`src/design/resample_obligation_tracker_core_assert.svh`:
```
// Assertion macros shared by the tracker modules.
// Simulation builds get the concurrent checks, synthesis builds get nothing.
`ifndef RESAMPLE_OBLIGATION_TRACKER_CORE_ASSERT_SVH
`define RESAMPLE_OBLIGATION_TRACKER_CORE_ASSERT_SVH

`ifndef SYNTHESIS

// A property that must hold on every clock edge outside reset.
`define ROT_ASSERT(lbl, clk, rst_n, prop) \
  lbl: assert property (@(posedge clk) disable iff (!rst_n) (prop)) \
    else $error("tracker check failed");

// A condition that must be followed by a consequence on the next edge.
`define ROT_ASSERT_NEXT(lbl, clk, rst_n, ante, cons) \
  lbl: assert property (@(posedge clk) disable iff (!rst_n) (ante) |=> (cons)) \
    else $error("tracker sequence check failed");

`else

`define ROT_ASSERT(lbl, clk, rst_n, prop)
`define ROT_ASSERT_NEXT(lbl, clk, rst_n, ante, cons)

`endif

`endif

```
`src/design/rot_pkg.sv`:
```
package rot_pkg;

  // Field widths of the stream payloads.
  localparam int CMD_W      = 3;
  localparam int KIND_W     = 2;
  localparam int CODE_W     = 2;
  localparam int EXPIRY_W   = 11;
  localparam int OUT_CNT_W  = 32;
  localparam int NUM_CTR    = 7;
  localparam int IN_DATA_W  = 8;
  localparam int OUT_DATA_W = 232;

  // Default width of the internal event counters.
  localparam int COUNTER_BITS_DEFAULT = 32;

  // Allowed range and reset value of the expiry register.
  localparam logic [EXPIRY_W-1:0] EXPIRY_MIN   = 11'd100;
  localparam logic [EXPIRY_W-1:0] EXPIRY_MAX   = 11'd2000;
  localparam logic [EXPIRY_W-1:0] EXPIRY_RESET = 11'd500;

  // Register index of the expiry setting.
  localparam logic REG_EXPIRY = 1'b0;

  // Commands carried by an input beat.
  typedef enum logic [CMD_W-1:0] {
    CMD_OBSERVE  = 3'd0,
    CMD_RELEASED = 3'd1,
    CMD_CAPTURE  = 3'd2,
    CMD_OUTCOME  = 3'd3,
    CMD_CANCEL   = 3'd4,
    CMD_TICK     = 3'd5
  } cmd_e;

  // Result codes; observe, release and capture share the numeric values.
  localparam logic [CODE_W-1:0] CODE_NONE      = 2'd0;
  localparam logic [CODE_W-1:0] CODE_COALESCED = 2'd1;
  localparam logic [CODE_W-1:0] CODE_CREATED   = 2'd2;
  localparam logic [CODE_W-1:0] CODE_RESAMPLE  = 2'd1;
  localparam logic [CODE_W-1:0] CODE_FALLBACK  = 2'd2;

  // Capture kind that needs no resample bookkeeping.
  localparam logic [KIND_W-1:0] KIND_NORMAL = 2'd0;

  // Event counter slots.
  typedef enum logic [2:0] {
    CTR_CREATED    = 3'd0,
    CTR_COALESCED  = 3'd1,
    CTR_DISPATCHED = 3'd2,
    CTR_FALLBACK   = 3'd3,
    CTR_FULFILLED  = 3'd4,
    CTR_COPY_FAIL  = 3'd5,
    CTR_CANCELLED  = 3'd6
  } ctr_e;

  // One decoded input item.
  typedef struct packed {
    cmd_e              cmd;
    logic              pool_at_cap;
    logic              conv_in_flight;
    logic              capture_queued;
    logic              adapter_held;
    logic [KIND_W-1:0] capture_kind;
    logic              copied;
  } in_item_t;

  // One result item.
  typedef struct packed {
    logic [NUM_CTR-1:0][OUT_CNT_W-1:0] counts;
    logic                              obligation_open;
    logic [CODE_W-1:0]                 result_code;
  } res_t;

endpackage

```
`src/design/resample_obligation_tracker_core.sv`:
```
// Channel   | Direction | Beat contents
// ----------+-----------+------------------------------------------------------------
// s_axis    | in        | tuser: cmd; tdata: pool_at_cap, conv_in_flight,
//           |           |   capture_queued, adapter_held, capture_kind, copied
// m_axis    | out       | tdata: result_code, obligation_open, seven event counts
// APB       | in/out    | expiry_ms at byte address 0
//
// One beat in and one result out per cycle while the result side is ready; an input
// beat is held in the input register, then its result in the result register.
// Reset clears the obligation state, the counters and both stage valids, and loads
// expiry_ms with 500. A stalled result holds the state, while the input register
// still takes one more beat; the input side stalls only when it holds that beat too.
module resample_obligation_tracker_core #(
  parameter int COUNTER_BITS = rot_pkg::COUNTER_BITS_DEFAULT
) (
  input  logic                              clk_i,
  input  logic                              rst_ni,
  // Input stream.
  input  logic                              s_axis_tvalid_i,
  output logic                              s_axis_tready_o,
  // [0] pool_at_cap, [1] conv_in_flight, [2] capture_queued,
  // [3] adapter_held, [5:4] capture_kind, [6] copied, [7] zero
  input  logic [rot_pkg::IN_DATA_W-1:0]     s_axis_tdata_i,
  // [2:0] cmd
  input  logic [rot_pkg::CMD_W-1:0]         s_axis_tuser_i,
  // Result stream.
  output logic                              m_axis_tvalid_o,
  input  logic                              m_axis_tready_i,
  // [1:0] result_code, [2] obligation_open, [34:3] count_created,
  // [66:35] count_coalesced, [98:67] count_dispatched, [130:99] count_fallback,
  // [162:131] count_fulfilled, [194:163] count_copy_fail,
  // [226:195] count_cancelled, [231:227] zero
  output logic [rot_pkg::OUT_DATA_W-1:0]    m_axis_tdata_o,
  // Configuration port.
  input  logic                              psel,
  input  logic                              penable,
  input  logic                              pwrite,
  input  logic [2:0]                        paddr,
  input  logic [31:0]                       pwdata,
  output logic [31:0]                       prdata,
  output logic                              pready
);

  logic [rot_pkg::EXPIRY_W-1:0] expiry;
  logic                         item_valid;
  rot_pkg::in_item_t            item;
  logic                         take;
  rot_pkg::res_t                res;

  rot_cfg u_cfg (
    .clk_i    (clk_i),
    .rst_ni   (rst_ni),
    .psel     (psel),
    .penable  (penable),
    .pwrite   (pwrite),
    .paddr    (paddr),
    .pwdata   (pwdata),
    .prdata   (prdata),
    .pready   (pready),
    .expiry_o (expiry)
  );

  rot_in_reg u_in_reg (
    .clk_i           (clk_i),
    .rst_ni          (rst_ni),
    .s_axis_tvalid_i (s_axis_tvalid_i),
    .s_axis_tready_o (s_axis_tready_o),
    .s_axis_tdata_i  (s_axis_tdata_i),
    .s_axis_tuser_i  (s_axis_tuser_i),
    .item_valid_o    (item_valid),
    .item_o          (item),
    .take_i          (take)
  );

  rot_engine #(
    .COUNTER_BITS (COUNTER_BITS)
  ) u_engine (
    .clk_i        (clk_i),
    .rst_ni       (rst_ni),
    .item_valid_i (item_valid),
    .item_i       (item),
    .take_o       (take),
    .expiry_i     (expiry),
    .out_valid_o  (m_axis_tvalid_o),
    .out_ready_i  (m_axis_tready_i),
    .res_o        (res)
  );

  // Pack the result beat, lowest field first.
  assign m_axis_tdata_o = rot_pkg::OUT_DATA_W'(res);

endmodule

```
`src/design/rot_cfg.sv`:
```
// APB register block holding the expiry setting.
module rot_cfg (
  input  logic                          clk_i,
  input  logic                          rst_ni,
  input  logic                          psel,
  input  logic                          penable,
  input  logic                          pwrite,
  input  logic [2:0]                    paddr,
  input  logic [31:0]                   pwdata,
  output logic [31:0]                   prdata,
  output logic                          pready,
  output logic [rot_pkg::EXPIRY_W-1:0]  expiry_o
);

  logic [rot_pkg::EXPIRY_W-1:0] expiry_q, expiry_d;
  logic [rot_pkg::EXPIRY_W-1:0] wval;
  logic                         wr_en;

  assign pready = 1'b1;
  assign wval   = pwdata[rot_pkg::EXPIRY_W-1:0];
  assign wr_en  = psel && penable && pwrite && pready && (paddr[2] == rot_pkg::REG_EXPIRY);

  // Out-of-range writes leave the register untouched.
  always_comb begin
    expiry_d = expiry_q;
    if (wr_en && wval >= rot_pkg::EXPIRY_MIN && wval <= rot_pkg::EXPIRY_MAX) begin
      expiry_d = wval;
    end
  end

  always_ff @(posedge clk_i or negedge rst_ni) begin
    if (!rst_ni) begin
      expiry_q <= rot_pkg::EXPIRY_RESET;
    end else begin
      expiry_q <= expiry_d;
    end
  end

  // Read back the register, zero elsewhere.
  always_comb begin
    prdata = '0;
    if (paddr[2] == rot_pkg::REG_EXPIRY) begin
      prdata = 32'(expiry_q);
    end
  end

  assign expiry_o = expiry_q;

endmodule

```
`src/design/rot_in_reg.sv`:
```
// Input register: captures one beat and holds it until the engine takes it.
module rot_in_reg (
  input  logic                             clk_i,
  input  logic                             rst_ni,
  input  logic                             s_axis_tvalid_i,
  output logic                             s_axis_tready_o,
  input  logic [rot_pkg::IN_DATA_W-1:0]    s_axis_tdata_i,
  input  logic [rot_pkg::CMD_W-1:0]        s_axis_tuser_i,
  output logic                             item_valid_o,
  output rot_pkg::in_item_t                item_o,
  input  logic                             take_i
);

  logic              valid_q, valid_d;
  rot_pkg::in_item_t item_q;
  logic              load;

  // The slot frees up in the same cycle the engine takes the held item.
  assign s_axis_tready_o = !valid_q || take_i;
  assign load            = s_axis_tvalid_i && s_axis_tready_o;

  always_comb begin
    valid_d = valid_q;
    if (load) begin
      valid_d = 1'b1;
    end else if (take_i) begin
      valid_d = 1'b0;
    end
  end

  always_ff @(posedge clk_i or negedge rst_ni) begin
    if (!rst_ni) begin
      valid_q <= 1'b0;
    end else begin
      valid_q <= valid_d;
    end
  end

  // Payload register, unpacked from the beat.
  always_ff @(posedge clk_i) begin
    if (load) begin
      item_q.cmd            <= rot_pkg::cmd_e'(s_axis_tuser_i);
      item_q.pool_at_cap    <= s_axis_tdata_i[0];
      item_q.conv_in_flight <= s_axis_tdata_i[1];
      item_q.capture_queued <= s_axis_tdata_i[2];
      item_q.adapter_held   <= s_axis_tdata_i[3];
      item_q.capture_kind   <= s_axis_tdata_i[5:4];
      item_q.copied         <= s_axis_tdata_i[6];
    end
  end

  assign item_valid_o = valid_q;
  assign item_o       = item_q;

endmodule

```
`src/design/rot_engine.sv`:
```
`include "resample_obligation_tracker_core_assert.svh"

// Obligation state, event counters and result register.
module rot_engine #(
  parameter int COUNTER_BITS = rot_pkg::COUNTER_BITS_DEFAULT
) (
  input  logic                            clk_i,
  input  logic                            rst_ni,
  input  logic                            item_valid_i,
  input  rot_pkg::in_item_t               item_i,
  output logic                            take_o,
  input  logic [rot_pkg::EXPIRY_W-1:0]    expiry_i,
  output logic                            out_valid_o,
  input  logic                            out_ready_i,
  output rot_pkg::res_t                   res_o
);

  localparam int NumCtr = rot_pkg::NUM_CTR;

  logic                                    outstanding_q, outstanding_d;
  logic                                    awaiting_q, awaiting_d;
  logic                                    fallback_q, fallback_d;
  logic [rot_pkg::EXPIRY_W-1:0]            time_left_q, time_left_d;
  logic [NumCtr-1:0][COUNTER_BITS-1:0]     cnt_q, cnt_d;
  logic [NumCtr-1:0]                       bump;
  logic [rot_pkg::CODE_W-1:0]              code_q, code_d;
  logic                                    out_valid_q, out_valid_d;
  logic                                    qualify;
  logic                                    is_open;

  // Take the held item whenever the result slot is free or being emptied.
  assign take_o = item_valid_i && (!out_valid_q || out_ready_i);

  assign qualify = item_i.pool_at_cap && item_i.conv_in_flight &&
                   item_i.capture_queued && !item_i.adapter_held;
  assign is_open = outstanding_q || awaiting_q;

  // Command decode and next obligation state.
  always_comb begin
    outstanding_d = outstanding_q;
    awaiting_d    = awaiting_q;
    fallback_d    = fallback_q;
    time_left_d   = time_left_q;
    bump          = '0;
    code_d        = rot_pkg::CODE_NONE;
    unique case (item_i.cmd)
      rot_pkg::CMD_OBSERVE: begin
        if (qualify) begin
          if (is_open) begin
            bump[rot_pkg::CTR_COALESCED] = 1'b1;
            code_d = rot_pkg::CODE_COALESCED;
          end else begin
            outstanding_d = 1'b1;
            time_left_d   = expiry_i;
            bump[rot_pkg::CTR_CREATED] = 1'b1;
            code_d = rot_pkg::CODE_CREATED;
          end
        end
      end
      rot_pkg::CMD_RELEASED: begin
        if (outstanding_q) begin
          outstanding_d = 1'b0;
          awaiting_d    = 1'b1;
          fallback_d    = (time_left_q == '0);
          if (time_left_q == '0) begin
            bump[rot_pkg::CTR_FALLBACK] = 1'b1;
            code_d = rot_pkg::CODE_FALLBACK;
          end else begin
            bump[rot_pkg::CTR_DISPATCHED] = 1'b1;
            code_d = rot_pkg::CODE_RESAMPLE;
          end
        end
      end
      rot_pkg::CMD_CAPTURE: begin
        if (awaiting_q) begin
          awaiting_d = 1'b0;
          code_d = fallback_q ? rot_pkg::CODE_FALLBACK : rot_pkg::CODE_RESAMPLE;
        end
      end
      rot_pkg::CMD_OUTCOME: begin
        if (item_i.capture_kind != rot_pkg::KIND_NORMAL) begin
          fallback_d = 1'b0;
          if (item_i.copied) begin
            bump[rot_pkg::CTR_FULFILLED] = 1'b1;
          end else begin
            bump[rot_pkg::CTR_COPY_FAIL] = 1'b1;
          end
        end
      end
      rot_pkg::CMD_CANCEL: begin
        bump[rot_pkg::CTR_CANCELLED] = is_open;
        outstanding_d = 1'b0;
        awaiting_d    = 1'b0;
        fallback_d    = 1'b0;
      end
      rot_pkg::CMD_TICK: begin
        if (time_left_q != '0) begin
          time_left_d = time_left_q - 1'b1;
        end
      end
      default: begin
      end
    endcase
  end

  // Saturating counter updates.
  always_comb begin
    for (int i = 0; i < NumCtr; i++) begin
      if (bump[i] && (cnt_q[i] != '1)) begin
        cnt_d[i] = cnt_q[i] + COUNTER_BITS'(1);
      end else begin
        cnt_d[i] = cnt_q[i];
      end
    end
  end

  // Result slot occupancy.
  always_comb begin
    out_valid_d = out_valid_q;
    if (take_o) begin
      out_valid_d = 1'b1;
    end else if (out_ready_i) begin
      out_valid_d = 1'b0;
    end
  end

  // State only moves when an item is taken, so it stays put while a result waits.
  always_ff @(posedge clk_i or negedge rst_ni) begin
    if (!rst_ni) begin
      outstanding_q <= 1'b0;
      awaiting_q    <= 1'b0;
      fallback_q    <= 1'b0;
      time_left_q   <= '0;
      cnt_q         <= '0;
      out_valid_q   <= 1'b0;
    end else begin
      out_valid_q <= out_valid_d;
      if (take_o) begin
        outstanding_q <= outstanding_d;
        awaiting_q    <= awaiting_d;
        fallback_q    <= fallback_d;
        time_left_q   <= time_left_d;
        cnt_q         <= cnt_d;
      end
    end
  end

  always_ff @(posedge clk_i) begin
    if (take_o) begin
      code_q <= code_d;
    end
  end

  // Result fields: the code register plus the state left by the item.
  assign out_valid_o           = out_valid_q;
  assign res_o.result_code     = code_q;
  assign res_o.obligation_open = outstanding_q || awaiting_q;

  generate
    for (genvar g = 0; g < NumCtr; g++) begin : g_cnt_out
      if (COUNTER_BITS >= rot_pkg::OUT_CNT_W) begin : g_trunc
        assign res_o.counts[g] = cnt_q[g][rot_pkg::OUT_CNT_W-1:0];
      end else begin : g_ext
        assign res_o.counts[g] = rot_pkg::OUT_CNT_W'(cnt_q[g]);
      end
    end
  endgenerate

  // An obligation is either waiting for release or for capture, never both.
  `ROT_ASSERT(a_phase_excl, clk_i, rst_ni, !(outstanding_q && awaiting_q))
  // The countdown never holds more than the largest expiry setting.
  `ROT_ASSERT(a_time_bound, clk_i, rst_ni, time_left_q <= rot_pkg::EXPIRY_MAX)
  // Counters stay frozen while a finished result is stalled.
  `ROT_ASSERT_NEXT(a_cnt_hold, clk_i, rst_ni, out_valid_q && !out_ready_i, $stable(cnt_q))
  // Releasing an outstanding obligation moves it to the capture phase.
  `ROT_ASSERT_NEXT(a_release, clk_i, rst_ni,
                   take_o && (item_i.cmd == rot_pkg::CMD_RELEASED) && outstanding_q,
                   awaiting_q && !outstanding_q)

endmodule

```
`config.mk`:
```
export PLATFORM = sky130hd
export DESIGN_NAME = resample_obligation_tracker_core
export DESIGN_NICKNAME = d
export VERILOG_FILES = /design/src/design/rot_pkg.sv /design/src/design/resample_obligation_tracker_core.sv /design/src/design/rot_cfg.sv /design/src/design/rot_in_reg.sv /design/src/design/rot_engine.sv
export VERILOG_INCLUDE_DIRS = /design/src /design/src/design
export SDC_FILE = /design/constraint.sdc
export NUM_CORES = 1
export LEC_CHECK = 0
export BUFFER_PORTS_ARGS = -buffer_cell sky130_fd_sc_hd__buf_2
export CAP_MARGIN = 5
export CORE_UTILIZATION = 50
export DETAILED_ROUTE_END_ITERATION = 8
export HOLD_SLACK_MARGIN = 0.15
export PLACE_DENSITY = 0.84
export SKIP_CTS_REPAIR_TIMING = 1
export SLEW_MARGIN = 30
export SYNTH_ARGS = -nofsm -noshare
export SYNTH_HDL_FRONTEND = slang
export SYNTH_SLANG_ARGS = --single-unit
export TNS_END_PERCENT = 5
```
`constraint.sdc`:
```
create_clock -name clk_i -period 4.95 [get_ports clk_i]
set_input_delay 1.485 -clock clk_i [delete_from_list [all_inputs] [get_ports clk_i]]
set_output_delay 1.485 -clock clk_i [all_outputs]
set_load 0.1 [all_outputs]
```
* Yosys cells after proc, flatten, opt, wreduce, memory -nomap -nowiden
Cells that the tools add are included.
Storage, ports and cells: flip-flop bits (word level) 263, input bits 53, output and inout bits 267, logic and storage cells 133
Operators by class: add/sub/neg operators 8, magnitude comparators 2, eq/ne operators 17, muxes and demuxes 37, bitwise operators 1, reductions and logical operators 46
Operators with widths (count):
- $add 32x1->32 const B | 7
- $ne 32x32->1 const B | 7
- $mux 11 | 4
- $mux 2 | 12
- $pmux 11 s2 | 1
- $logic_and 1x1->1 | 17
- $mux 1 | 16
- $reduce_and 2->1 | 7
- $reduce_bool 2->1 | 6
- $ge 11x7->1 const B | 1
- $le 11x11->1 const B | 1
- $logic_not 11->1 | 1
- $reduce_bool 11->1 | 1
- $sub 11x1->11 const B | 1
- $ne 2x1->1 const B | 4
- $reduce_and 4->1 | 2
- $eq 3x2->1 const B | 2
- $eq 3x3->1 const B | 2
- $pmux 2 s3 | 1
- $reduce_and 5->1 | 1
- $pmux 1 s2 | 2
- $reduce_or 2->1 | 2
- $eq 3x1->1 const B | 1
- $logic_not 1->1 | 3
- 7 further kinds | 9

* Longest topological paths before layout
depth in word-level cells 7, mapped depth 9, gate-level depth less buffers 7

* Modules after synthesis
From an unflattened synthesis, not the netlist that was laid out.
Second synthesis, totals: cells, all modules 1188, area total of the unflattened synthesis 12736.0 um2
By module, submodules not included:
- rot_engine | instances 1, cells an instance 1094, area an instance 11583.6 um2, sequential area each 6040.8 um2
- rot_cfg | instances 1, cells an instance 74, area an instance 757.0 um2, sequential area each 282.8 um2
- rot_in_reg | instances 1, cells an instance 14, area an instance 354.1 um2, sequential area each 325.3 um2
- resample_obligation_tracker_core | instances 1, cells an instance 6, area an instance 41.3 um2, sequential area each 0.0 um2

* Worst setup path before layout
Ideal clock, no wire load.
path kind input to output, from input port paddr[2], to output port prdata[0], arrival 3018 ps, data required time 3465 ps, setup slack 447 ps, cell stages on the path 2, cell sequence clkbuf_1 -> nor2b_1
On the way: cells in the longest elaborated chain, start to end 1
Ends and longest elaborated chain:
- start: declaration | line resample_obligation_tracker_core.sv:38 | input logic [2:0] paddr,
- $mux 11 | line rot_cfg.sv:42 | if (paddr[2] == rot_pkg::REG_EXPIRY) begin
- end: declaration | line resample_obligation_tracker_core.sv:40 | output logic [31:0] prdata,
Every way passes these cells.

* Worst setup path after layout
from input port m_axis_tready_i, to output port s_axis_tready_o
On the way: cells in the longest elaborated chain, start to end 3
Ends and longest elaborated chain:
- start: declaration | line resample_obligation_tracker_core.sv:28 | input logic m_axis_tready_i,
- $logic_or 1x1->1 | line rot_engine.sv:32 | assign take_o = item_valid_i && (!out_valid_q || out_ready_i);
- $logic_and 1x1->1 | line rot_engine.sv:32
- $logic_or 1x1->1 | line rot_in_reg.sv:19 | assign s_axis_tready_o = !valid_q || take_i;
- end: declaration | line resample_obligation_tracker_core.sv:20 | output logic s_axis_tready_o,
Every way passes these cells.

==> flow_metrics.py <==
metrics = {
    "grt": {
        "met3_usage_pct": 3.86,
        "grt_pass1_wl_mm": 51.4,
        "grtUsageMet2_pct": 38.0,
        "grt_use_total_pct": 23.2,
        "overflow": 0,
        "antenna_found_initial": 3,
        "grt_max_degree": 113,
        "grt_pass1_vias": 10300,
        "grt.busiest_layer": "met2",
        "met1_usage_pct": 30.9,
    },
    "synthesis": {
        "synth_ff_type": "dfrtp_1",
        "netlist_instances": 1237,
        "syn_avg_cell_area_sq_um": 10.6,
        "syn_area_sq_um": 13100,
        "yosys_warnings": 0,
        "synth-seq-area-share_pct": 50.6,
        "async_flop_share_pct": 95.4,
        "ys_types": 70,
        "synth_edf_count": 12,
        "yosys_register_bits": 263,
    },
    "die": {
        "initial_core_util_pct": 51.6,
        "fp.dieH_um": 164,
        "core_sq_um": 25500,
        "die_width_um": 164,
        "io_pins": 320,
        "die_area_sq_um": 26900,
        "num_rows": 58,
    },
    "drt": {
        "final_antenna_net_count": 0,
        "drt_wl_total_mm": 31.8,
        "drt_iter0_drc": 875,
        "drt-pass1-iter-count": 5,
        "viasPerCell": 5.77,
        "post_drt_wl_per_cell_um": 17.1,
        "via_count": 10800,
        "drc": 0,
    },
    "sta": {
        "drv_slew": 0,
        "fin_crit_sh_pct": 78.9,
        "finalSetupTns_ps": 0,
        "hold_viol": 0,
        "rsz0062_at_grt": "no",
        "fmaxAchievable_mhz": 256,
        "relSlewSlack_pct": 39.3,
        "setup_ws_ps": 1040,
        "worst_slew_pin_slew_ps": 903,
        "skew_ps": 12.3,
        "fin_crit_ps": 3910,
        "setup_viol_count_final": 0,
    },
    "clock_tree": {
        "path_clk_slew_ps": 60,
        "tritoncts": "done",
        "worstSkewPairLatency_ps": 540,
        "clockBufferDepth": 3,
        "cts_sinks": 263,
        "cts-root-buf": "clkbuf_16",
        "h-tree-depth": 1,
        "cts_inserted_buffers": 30,
    },
    "hold_path": {
        "hold_class": "reg2reg",
        "min_path_cells": 1,
    },
    "pwr": {
        "leakage_nw": 7.48,
        "power_mw": 5.49,
        "power_density_nw_per_um2": 349,
        "pwr-share-clk_pct": 39.5,
        "p_int_mw": 3.77,
        "worst_ir_drop_vdd_uv": 314,
        "switchingPower_mw": 1.72,
        "seqPwrFrac_pct": 44.1,
        "p_sw_share_pct": 31.4,
        "power_frac_comb_pct": 16.5,
    },
    "place": {
        "gp_congestion": 0.887,
        "pre_cts_slack_ps": 1050,
        "hpwl_mm": 22.7,
        "place.port_buffers": 268,
    },
    "setup_path": {
        "critPathLaunchType": "input pin",
        "worstSetupPathType": "in2out",
        "crit_path_end_kind": "output pin",
        "critPathRequiredTime_ps": 3460,
        "rr_worst_depth": 7,
        "arrival_ps": 2420,
        "cp_max_fo": 7,
    },
    "layout": {
        "drive_gt1_share_pct": 24.0,
        "nets": 1571,
        "syn2layout_area_growth_pct": 19.8,
    },
    "flow_run": {
        "drv_cap": 0,
    },
    "status": {
        "status": "complete, no violations",
    },
}
[final cells by class]
class / instances / area (sq um)
diodes: 3 / 7.51
flip-flops and latches: 263 / 6650
clock inverters: 8 / 52.6
repair buffers: 274 / 1420
clock buffers: 46 / 942
inverters: 14 / 52.6
fillers: 2023 / 9730
multi-input cells: 927 / 6200
well taps: 330 / 413
[layer usage]
layer,vias to the layer above,share of wire (%)
met2,409,49
met4,0,3.0
li1,5028,-
met5,-,0
met1,5255,42
met3,68,6.3
[state kept, by name (all words and copies together) (netlist names)]
| name | flops |
|---|---|
| u_cfg.expiry_o | 11 |
| u_engine.awaiting_q | 1 |
| u_engine.code_q | 2 |
| u_in_reg.item_o | 10 |
| u_engine.fallback_q | 1 |
| u_engine.time_left_q | 11 |
| u_engine.out_valid_o | 1 |
| u_engine.res_o | 224 |
| u_in_reg.item_valid_o | 1 |
| u_engine.outstanding_q | 1 |
[cells in the mapped netlist (5+ instances only)]
library cell | instances | share of area, %
and3_1 | 74 | 3.5
mux2_1 | 6 | 0.51
xnor2_1 | 173 | 12
clkbuf_1 | 20 | 0.57
nor2b_1 | 13 | 0.62
dfstp_2 | 6 | 1.2
and2_1 | 15 | 0.71
edfxtp_1 | 12 | 2.7
nor3_1 | 36 | 1.4
and4_1 | 39 | 2.6
inv_1 | 14 | 0.40
nand4_1 | 103 | 4.9
o21ai_0 | 17 | 0.65
ha_1 | 8 | 0.76
nor3b_1 | 6 | 0.34
buf_2 | 7 | 0.27
a31oi_1 | 8 | 0.38
nand4b_1 | 5 | 0.33
nor4_1 | 16 | 0.76
nand3_1 | 106 | 4.0
or4_1 | 8 | 0.46
dfrtp_1 | 245 | 47
xor2_1 | 36 | 2.4
or3_1 | 9 | 0.43
nor2_1 | 40 | 1.1
mux2_2 | 19 | 1.6
buf_4 | 30 | 1.7
nand2b_1 | 5 | 0.24
nand2_1 | 88 | 2.5
a21oi_1 | 15 | 0.57
nor4b_1 | 5 | 0.33
[path summary, 6_finish.rpt]
check	start	end	slack (ps)
setup / recovery	m_axis_tready_i	s_axis_tready_o	1040
min in group asynchronous	rst_ni	u_engine.res_o[62]	1020
max in group asynchronous	rst_ni	u_engine.res_o[79]	3000
hold reg to reg	u_engine.res_o[116]	u_engine.res_o[116]	490
setup reg to reg	u_engine.time_left_q[0]	u_engine.res_o[129]	2050
hold / removal	u_engine.res_o[116]	u_engine.res_o[116]	490
[metrics by stage]
stage          utilization (%)  hold WS (ps)  instance area [sq um]  cells
5_1_grt                   61.8           503                  15700   1865
3_5_place_dp              57.8           480                  14700   1808
2_1_floorplan                -           470                  13200   1262
3_3_place_gp              57.8           470                  14700   1808
6_report                  61.8           492                  15700   1865
4_1_cts                   61.7           490                  15700   1862
[cells by family after synthesis]
family / Yosys count / synth area share (%)
buffers and inverters: 72 / 2.98
XOR/XNOR: 209 / 13.9
adder cells (fa/ha/maj): 8 / 0.762
other: 2 / 0.0571
flip-flops: 263 / 50.6
AND/OR/NAND/NOR: 589 / 26.0
multiplexers: 27 / 2.29
AO/OA/AOI/OAI: 67 / 3.41
[power groups by stage]
| stage | sequential [mW] | combinational [mW] | clock, mW |
|---|---|---|---|
| floorplan | 2.71 | 0.455 | 0 |
| global placement | 2.45 | 0.889 | 0 |
| detailed placement | 2.45 | 0.907 | 0 |
| CTS | 2.42 | 0.909 | 2.22 |
| global route | 2.44 | 0.955 | 2.31 |
| finish | 2.42 | 0.904 | 2.17 |
[layout by cell type, fill, tap and decap left out, types with 9 or more instances in the layout]
cell type	instances
and3_1	74
buf_2	267
and2_1	15
edfxtp_1	12
clkbuf_8	11
nand3_1	106
xor2_1	36
o21ai_0	17
nor4_1	16
nor2_1	40
nand2_1	88
clkbuf_16	31
and4_1	39
nor2b_1	13
nand4_1	103
xnor2_1	173
conb_1	27
mux2_2	19
inv_1	14
a21oi_1	15
or3_1	9
nor3_1	36
dfrtp_1	245
[critical path, stage by stage]
cell	delay (ps)
buf_2	100
nor2b_1	350
nand2_1	150
buf_2	320
Power figures use the tool's default switching activity.
